===== config.mk =====
export PLATFORM = sky130hd
export DESIGN_NAME = ffha_words
export DESIGN_NICKNAME = d
export VERILOG_FILES = /design/src/rtl/core/ffha_pkg.sv /design/src/rtl/core/ffha_words.sv
export SDC_FILE = /design/constraint.sdc
export NUM_CORES = 1
export LEC_CHECK = 0
export BUFFER_PORTS_ARGS = -buffer_cell sky130_fd_sc_hd__buf_2
export CORE_ASPECT_RATIO = 0.9
export CORE_MARGIN = 1.5
export CORE_UTILIZATION = 60
export DETAILED_ROUTE_END_ITERATION = 8
export GPL_ROUTABILITY_DRIVEN = 1
export PLACE_DENSITY = 0.78
export SYNTH_ARGS = -nofsm -noshare
export SYNTH_HDL_FRONTEND = slang
export SYNTH_SLANG_ARGS = --single-unit

===== constraint.sdc =====
create_clock -name clk_i -period 17.27 [get_ports clk_i]
set_clock_uncertainty 0.05 [all_clocks]
set_input_delay 0 -clock clk_i [delete_from_list [all_inputs] [get_ports clk_i]]
set_output_delay 0 -clock clk_i [all_outputs]
set_load 0.03 [all_outputs]

===== src/rtl/core/ffha_pkg.sv =====
// Shared types and constants of the first-fit heap allocator.
package ffha_pkg;

  localparam int unsigned HEAP_WORDS_DEF = 32768;
  localparam int unsigned BYTES_PER_WORD = 6;
  localparam logic [15:0] LIMIT_RESET    = 16'o070000;
  localparam logic [16:0] MIN_SPLIT      = 17'd2;
  localparam logic [15:0] NONE_MARK      = 16'h8000;
  localparam logic [16:0] ADDR_SPAN      = 17'h08000;
  localparam int unsigned IN_TDATA_W     = 40;
  localparam int unsigned OUT_TDATA_W    = 40;
  // Reciprocal of six scaled by two to the twentieth, rounded up.
  localparam logic [17:0] RECIP_SIX      = 18'd174763;

  typedef enum logic [0:0] {
    REG_HEAP_BASE = 1'b0,
    REG_HEAP_END  = 1'b1
  } reg_idx_e;

  typedef enum logic [2:0] {
    OP_ALLOC   = 3'd0,
    OP_FREE    = 3'd1,
    OP_REALLOC = 3'd2,
    OP_QFREE   = 3'd3,
    OP_QSIZE   = 3'd4
  } opcode_e;

  typedef enum logic [5:0] {
    S_IDLE, S_WORDS, S_DISP, S_CLAIM, S_CLAIM2, S_CLAIMED,
    S_TW_CHK, S_TW_SZ, S_TW_NXT, S_NS_R, S_SP_W1, S_SP_W2, S_SP_R3,
    S_SP_W4, S_SP_LINK, S_TW_RH, S_TW_SUB, S_GRANTED,
    S_RL_RD0, S_RL_TOT, S_RL_CHK, S_RL_TLINK, S_RL_TW, S_RL_HS,
    S_RL_NRD, S_RL_NXT, S_M_RN, S_M_W, S_M_RN1, S_M_N, S_M_RH, S_M_RH2,
    S_M_RNN, S_M_W2, S_M_RN1B, S_M_W3, S_I_LINK, S_I_RNH, S_I_RH,
    S_I_CMP, S_I_RH1, S_I_W, S_RA_RD, S_RA_CHK, S_SZ_RD, S_SZ_MUL, S_DONE
  } state_e;

  typedef struct packed {
    logic        status;
    logic [14:0] payload_address;
    logic [17:0] byte_count;
    logic        moved;
  } result_t;

  function automatic logic [17:0] times_six(input logic [15:0] v);
    logic [18:0] s;
    s = {v, 2'b00} + {1'b0, v, 1'b0};
    return s[17:0];
  endfunction

endpackage


===== src/rtl/core/ffha_words.sv =====
// Byte count to six-byte words, rounded up, by a registered reciprocal multiply.
module ffha_words (
  input  logic        clk_i,
  input  logic [17:0] bytes_i,
  output logic [15:0] words_o
);
  import ffha_pkg::*;

  logic [36:0] prod_q, prod_d;

  always_comb begin
    prod_d = 37'({1'b0, bytes_i} + 19'd5) * 37'(RECIP_SIX);
  end

  always_ff @(posedge clk_i) begin
    prod_q <= prod_d;
  end

  assign words_o = prod_q[35:20];
endmodule


=== After elaboration in Yosys (flattened, before gate mapping) ===
Index checks and enable logic that the tools add are counted.

* Memories kept: 0
* Latch bits: 0
* Bits in writable memories: 0
* Output and inout port bits: 16
* Register bits: 36
* Memory bits (read-only): 0

* Divide/modulo/power cells: 0
* $add $sub $neg: 1
* Multipliers: 1
* Muxes and demuxes: 0
* Equal/unequal tests: 0
* Shift operators: 0
* Reduce and logical (&&, ||, !) cells: 0
* Order comparisons: 0
* Bitwise logic cells: 0

{| class="wikitable"
|+ Operators by type and width
! cell !! number
|-
| 19-bit by 18-bit multiplier with 36-bit output (second input constant) || 1
|-
| 18-bit by 3-bit adder with 19-bit output (second input constant) || 1
|}

=== Longest topological paths before layout ===
Gate-level depths: netlist (run 1).

* Depth after elaboration: 2
* Mapped depth: 25
* Mapped depth without buffers: 24

=== Worst setup path before layout (run 1) ===
No wires, ideal clock.

* Path kind: in2reg
* From: in bytes_i[9]
* To: reg prod_q[35]
* Arrival time: 5.695 ns
* Library setup time: 0.072 ns
* Stages: 23
* Slack: 11.452 ns
* Cells stage by stage: buf_2 -> and3_1 -> and3_1 -> and3_1 -> nand4_1 -> xnor2_1 -> ha_1 -> ha_1 -> inv_1 -> fa_1 -> inv_1 -> fa_1 -> fa_1 -> fa_1 -> ha_1 -> clkbuf_1 -> nand4_1 -> nor3_1 -> o21ai_0 -> o22ai_2 -> nor4_2 -> o41ai_4 -> xnor2_1

* Cells in the longest elaborated chain, start to end: 2

{| class="wikitable"
|+ Ends and longest elaborated chain
! what !! line !! source
|-
| from (decl) || ffha_words.sv:4 || <nowiki>input logic [17:0] bytes_i,</nowiki>
|-
| 18-bit by 3-bit adder with 19-bit output || ffha_words.sv:12 || <nowiki>prod_d = 37'({1'b0, bytes_i} + 19'd5) * 37'(RECIP_SIX);</nowiki>
|-
| 19-bit by 18-bit multiplier with 36-bit output || ffha_words.sv:12 ||
|-
| named net prod_d[35] || ffha_words.sv:9 || <nowiki>logic [36:0] prod_q, prod_d;</nowiki>
|-
| to (signal assigned) || ffha_words.sv:16 || <nowiki>prod_q <= prod_d;</nowiki>
|-
| to (decl) || ffha_words.sv:9 ||
|}

The timed path passes the listed nets, and every way through them passes these cells.

=== Final worst setup path (run 1) ===
* From: in bytes_i[0]
* To: reg prod_q[29]

The elaborated chain is that of the path after synthesis.

==> results of run 1 <==
==> cell type report <==
cell class | instances | share of cell area (%)
Sequential cell | 16 | 4.351
Tap cell | 156 | 2.651
Clock buffer | 3 | 1.020
Multi-Input combinational cell | 516 | 78.81
Timing Repair Buffer | 35 | 2.413
Inverter | 211 | 10.76
==> cells in the final DEF (no fill, tap or decap), types with 2 or more instances in the layout <==
cell,count
sky130_fd_sc_hd__inv_1,211
sky130_fd_sc_hd__ha_1,157
sky130_fd_sc_hd__fa_1,112
sky130_fd_sc_hd__xnor2_1,37
sky130_fd_sc_hd__buf_2,34
sky130_fd_sc_hd__a21oi_1,33
sky130_fd_sc_hd__nand2_1,30
sky130_fd_sc_hd__o21ai_0,22
sky130_fd_sc_hd__xor2_1,17
sky130_fd_sc_hd__a21o_1,16
sky130_fd_sc_hd__dfxtp_1,16
sky130_fd_sc_hd__nor2_1,15
sky130_fd_sc_hd__and3_1,10
sky130_fd_sc_hd__and2_1,7
sky130_fd_sc_hd__nand3_1,6
sky130_fd_sc_hd__nand4_1,6
sky130_fd_sc_hd__nor2b_1,5
sky130_fd_sc_hd__nor3_1,5
sky130_fd_sc_hd__o21bai_1,4
sky130_fd_sc_hd__a31oi_1,4
sky130_fd_sc_hd__a21o_2,4
sky130_fd_sc_hd__o211ai_1,3
sky130_fd_sc_hd__clkbuf_16,3
sky130_fd_sc_hd__nand3b_1,2
sky130_fd_sc_hd__a221o_1,2
sky130_fd_sc_hd__a21boi_0,2
sky130_fd_sc_hd__o21a_1,2
sky130_fd_sc_hd__o31ai_1,2
==> through the flow <==
| stage | worst slack [ps] | utilization, % | instances | hold WS, ps |
|---|---|---|---|---|
| 3_5_place_dp | 10660 | 64.25 | 934 | 384.6 |
| 3_3_place_gp | 10810 | 64.25 | 934 | 383.8 |
| 4_1_cts | 10900 | 64.91 | 937 | 475.3 |
| 6_report | 10820 | 64.91 | 937 | 459.6 |
| 2_1_floorplan | 11450 | - | 745 | 322.8 |
| 5_1_grt | 10520 | 64.91 | 937 | 492.0 |
==> Yosys cell counts, drive strengths merged <==
cell,count
o22ai,2
and2,8
o21ai,22
fa,112
o21a,2
a2bb2oi,1
or3,1
o41ai,2
o211ai,3
or2,1
xor2,17
or4b,1
ha,157
a31oi,4
inv,211
nor3,5
nand3,6
xnor2,37
nand4,6
o31ai,2
and3,10
nand3b,2
nor2b,5
a221o,2
a21oi,33
nand2,30
dfxtp,16
nor2,15
a41o,1
a21o,20
a41oi,1
nor4,1
a21boi,2
nand2b,1
buf,1
o21bai,4
clkbuf,1
==> cells by family (layout without fill, tap and decap cells) <==
kind of cell               after synthesis  after routing
adders and majority gates              269            269
buffers and inverters                  213            249
AOI/OAI and AO/OA                      101            101
and+or+nand+nor                         92             92
xor gates and xnor gates                54             54
DFF                                     16             16
==> layer usage <==
metal  up-vias  share of wire, %  global-route usage [%]
li1       2425                 -                       -
met1      2460                47                   38.84
met2       149                45                   44.03
met3        16               6.4                   3.944
met4         0               1.4                   4.965
met5         -                 0                       0
==> how the worst min path moves through the flow <==
stage / endpoint / depth (start not counted)
6_report: prod_q[35] / 4
3_5_place_dp: words_o[12] / 1
2_1_floorplan: words_o[0] / 0
4_1_cts: prod_q[35] / 4
3_3_place_gp: words_o[10] / 1
5_1_grt: prod_q[35] / 4
==> critical path, delay by kind of cell <==
| kind | cells | cell delay (ps) |
|---|---|---|
| compound gates | 3 | 810 |
| xor+xnor | 2 | 860 |
| fa+ha+maj | 8 | 3470 |
| simple gates | 6 | 1020 |
| buf+inv | 5 | 350 |
==> results.txt, run 1 <==
* Post-synthesis share of cell area spent on and, or, nand and nor gates: 6.741%
- After synthesis, the largest family of logic cells by area is adder cells.
- Post-synth top area share: 32.39%
- Setup violations remaining at the end of the flow were counted as 0.
* Setup repair after global routing missed its margin: false
* Area grow syn2layout: 6.344%
- Arrival @ worst endpoint: 6520 ps
- The count of buffers added on input and output ports is 34.
- The tree built by TritonCTS fans out to 16 sinks.
- Crit path from: bytes_i[0]
* Synthesized-area fraction occupied by ao, oa, aoi and oai cells: 9.470%
- The count of pins over their slew limit is 0.
* Flip-flop count of the largest register after layout: 16
- Sequential-to-total area share from yosys stat: ~4.6%
- The min-delay analysis places its worst path in the category input port to register.
- Run status: complete, no violations
- Average wire length per cell after detail routing: 16.61 µm
* Crit path max fanout: 8
- The net count of the finished layout is about 1100.
* Number of vias per cell: 5.390
- Final period util: 37.36%
- Worst Max-Slew Pin Slew: 878.0 ps
- Worst hold path startpoint: bytes_i[17]
- Share of the synthesized netlist area taken by xor and xnor gates: 6.832%
* Cell type contributing the most total cell area after synthesis: sky130_fd_sc_hd__fa_1
* Cell with the biggest individual delay on the critical path: sky130_fd_sc_hd__xnor2_1
* Cell types with the largest area share after synthesis: sky130_fd_sc_hd__fa_1, sky130_fd_sc_hd__ha_1, sky130_fd_sc_hd__inv_1, sky130_fd_sc_hd__xnor2_1, sky130_fd_sc_hd__dfxtp_1
- Routability-driven placement finished with a final weighted congestion of approximately 0.95.
- Detailed-route wire length: 15.56 mm
- Max-cap violations: 0
- Number of hold-repair buffers added at the cts stage: 0
* Post-layout minimum cycle time: ~6500 ps
* Worst max-slew margin expressed relative to the limit: 41.04%
* Mapped Area: roughly 6900 µm²
* Share of final-layout standard cells stronger than drive strength 1: under 10%
* Kind of critical path: input port to register
- After synthesis, the netlist uses 41 different library cells.
- After synthesis, the share of cell area in mux cells is 0%.
- Synthesis handed over a netlist of 745 instances.
* Number of inserted diodes: 0
- Flop and latch count out of synthesis: 16
- Die outline area: 12190 µm²
- Average instance area after synthesis: 9.292 µm²
* Critical path endpoint: prod_q[29]
- Area post-placement: 7287 µm²
- TritonCTS created 3 clock buffers.
- Timing would allow up to approximately 150 MHz.
* Synth Warn #: 0
- The number of gates resized after CTS was 0.
- Footprint of the flip-flops and latches: roughly 320 µm²
* TritonRoute pass-1 iters: 5
* Number of antenna-violating nets in the routed design: 0
- Summing all non-filler instances in the final layout gives an area of around 7400 µm².
- In the routed design, unresolved DRC markers number 0.
* Max Root-Sink Buffers: 2
- Initial DRC Count: 309
- I/O pin count: 35
- In this run the number of H-tree levels came out at 1.
- The via count of the first global-routing pass is ~5400.
- Largest net degree at the start of global routing: 9
- First-pass GRT wire length: around 26 mm
- Residual overflow from global routing: 0
- Number of rows in the core area: 37
- Initial Utilization: 61.04%
- The register with the most flip-flops in the final layout is prod_q.
- TritonCTS built the clock tree.
- Area of the core region: 11340 µm²
- Global routing used 27.09% of the available tracks across all layers.
* Detailed-placement wirelength estimate: 14.38 mm
- Initial antenna violation count: 0
- Clk Tree Root Cell: sky130_fd_sc_hd__clkbuf_16
- Net count after synthesis: 1033
* Setup TNS: 0 ps
- Hold violation total from the final report: 0
- Clock-pin slew was measured on the worst setup and hold paths at approximately 40 ps.
- The worst setup path is captured at a register.
* Critical Path Source Type: input port
- Walking the worst path, the cells encountered are buf_2 -> ha_1 -> nor2_1 -> nor2_1 -> nand3_1 -> xnor2_1 -> ha_1 -> ha_1 -> inv_1 -> fa_1 -> inv_1 -> fa_1 -> fa_1 -> inv_1 -> fa_1 -> inv_1 -> ha_1 -> nand2_1 -> o21ai_0 -> nor2_1 -> a221o_1 -> a31oi_1 -> nor2b_1 -> xnor2_1.
- The largest single stage delay on the critical path is 720 ps.
- The die is approximately 120 µm wide.
- The largest registers in the layout are prod_q x16.
- DR vias: a little over 5000
* Number of buffers inserted by post-CTS setup repair: 0
- Required arrival time at the worst endpoint: around 17000 ps
* Fillers: 944
* Height of the chip: 104.9 µm
- Area used by multi-input combinational logic: just under 6000 µm²
- Of the total synthesized cell area, the portion taken by full adders, half adders and majority gates is about three fifths.
Power of run 1 is not shown: default switching activity piles up to over one toggle a cycle in this logic, so the estimate is an artifact.
==> run 2: changes to the inputs <==
- clock period: 17.27 -> 6.5 ns (I/O delays scaled with it)
==> run 2 against run 1 <==
  * Sequential cell count stayed put
  * Critical path depth fell by 1
  * Cell count is 1.1% higher
  * Largest cell class unchanged
==> results.txt, run 2 (synthesized netlist as in run 1, its figures left out) <==
- The flow ran to the end, and the final reports show no timing, DRC or antenna violations.
- DR vias: 4980
- Number of nets in the layout: about 1100
* CTS tree: yes
* Number of vias per cell: 5.259
- The worst setup path is of the input port to register kind.
* DRC errors left: 0
- Fillers: 951
- Final period util: 92.23%
- In this run the post-CTS setup repair buffer count came out at 0.
- For this configuration, the core starts out at a cell density of between 60% and 70%.
* Number of rows in the core area: 37
* Area grow syn2layout: 7.519%
- The register with the most flip-flops in the layout has 16 of them.
- Worst Max-Slew Pin Slew: 857.4 ps
- After clock tree synthesis, the flow added hold-fix buffers numbering 0.
* Largest net degree at the start of global routing: 10
- Quantity of I/O buffers inserted on ports: 34
- Number of inserted diodes: 0
- In this run the worst path has a maximum fanout of 7.
* DIE WIDTH: around 120 µm
* Last weighted congestion value of the routability-driven placer: 0.9383
- In the final layout, the registers with the most flip-flops are prod_q x16.
- Setup repair after global routing left no endpoint under its margin.
* Required arrival time at the worst endpoint: 6570 ps
* Residual overflow from global routing: 0
- First-pass GRT wire length: 25.64 mm
- Headroom to the max-slew limit came out at 42.43%.
* I/O pin count: 35
- In this run the remaining antenna-violating nets after routing total 0.
- The clock passes through at most 2 buffers.
* Overall global routing resource usage: 27.19%
- The count of pins over their slew limit is 0.
* Clock-pin slew on the worst setup and hold paths: 50 ps
- Max-cap violations in this run came to 0.
- Setup violations remaining at the end of the flow were counted as 0.
- Clock sink count: 16
- After the first detailed-routing iteration, the DRC count stood at 301.
- Detailed-route wire length: between 15 and 20 mm
- More flip-flops sit in one register than any other, and that register is prod_q.
* Number of buffers added by the clock tree synthesis step: 3
- Leaving out fill and tap cells, the most frequent cell in the layout is sky130_fd_sc_hd__inv_1.
* Number of cells upsized or downsized after cts: 0
* Average wire length per cell after detail routing: about 16 µm
- Height of the chip: 104.9 µm
- H-tree level count: 1
* Leading cell types in the layout, fill and taps excluded: sky130_fd_sc_hd__inv_1, sky130_fd_sc_hd__ha_1, sky130_fd_sc_hd__fa_1
- The via count of the first global-routing pass was 5207.
* Achievable clock frequency: 166.8 MHz
- Area of the core region: 11340 µm²
- Path type of the worst min-delay path: input port to register
* Die outline area: about 12000 µm²
- Hold violation total from the final report: 0
- Final hold analysis gives a worst-case slack of 438.5 ps.
- Post-layout minimum cycle time: 5995 ps
* Critical Path Source Type: input port
* Share of final-layout standard cells stronger than drive strength 1: 7.332%
- Detailed-placement wirelength estimate: around 14 mm
* Setup TNS: 0 ps
* TritonRoute pass-1 iters: 5
* Initial antenna violation count: 0
- Critical Path Sink Type: register
- The tree is rooted in a sky130_fd_sc_hd__clkbuf_16.
- Data on the critical path arrives at its endpoint at 6070 ps.
## run 2: cell types whose count changed in the layout (fill, tap and decap cells not counted)
cell                       change
sky130_fd_sc_hd__clkbuf_8      +1
sky130_fd_sc_hd__buf_4         +9
## run 2: final cells by class
class                      instances  area [µm²]  area share, %
timing repair buffer              44       245.2          3.295
inverter                         211       792.0          10.64
sequential                        16       320.3          4.303
tap                              156       195.2          2.622
multi-input combinational        516        5802          77.95
clock buffer                       4       88.84          1.193
## run 2: through the flow
stage          std cells  setup slack, ps  util (%)  area (µm²)
6_report             947            505.3     65.63        7443
5_1_grt              947            81.08     65.63        7443
4_1_cts              947            513.2     65.63        7443
3_5_place_dp         943            291.1     64.84        7355
3_3_place_gp         943            379.3     64.84        7355
2_1_floorplan        745            682.5         -        6923
## run 2: final timing paths
path / from / endpoint / slack [ps] / depth (start not counted)
worst max-delay path: bytes_i[3] / prod_q[35] / 510 / 23
worst min-delay path: bytes_i[17] / prod_q[35] / 440 / 4
## run 2: worst max-delay path, cell delays in order
cell	delay (ps)
sky130_fd_sc_hd__buf_2	130
sky130_fd_sc_hd__and3_1	210
sky130_fd_sc_hd__nand3_1	100
sky130_fd_sc_hd__nor2_1	190
sky130_fd_sc_hd__nand2_1	90
sky130_fd_sc_hd__xnor2_1	680
sky130_fd_sc_hd__ha_1	410
sky130_fd_sc_hd__ha_1	290
sky130_fd_sc_hd__inv_1	50
sky130_fd_sc_hd__fa_1	540
sky130_fd_sc_hd__inv_1	60
sky130_fd_sc_hd__fa_1	500
sky130_fd_sc_hd__fa_1	540
sky130_fd_sc_hd__inv_1	50
sky130_fd_sc_hd__fa_1	520
sky130_fd_sc_hd__inv_1	40
sky130_fd_sc_hd__ha_1	380
sky130_fd_sc_hd__a21oi_1	220
sky130_fd_sc_hd__a21boi_0	320
sky130_fd_sc_hd__o22ai_2	150
sky130_fd_sc_hd__nor4_2	300
sky130_fd_sc_hd__o41ai_4	140
sky130_fd_sc_hd__xnor2_1	140
## run 2: metal layers
metal / GRT usage [%] / up-vias / share of wire [%]
li1: - / 2445 / -
met1: 42.08 / 2373 / 50
met2: 41.05 / 146 / 43
met5: 0 / - / 0
met3: 3.886 / 16 / 6.1
met4: 4.268 / 0 / 1.2
Power of run 2 is left out for the same reason.
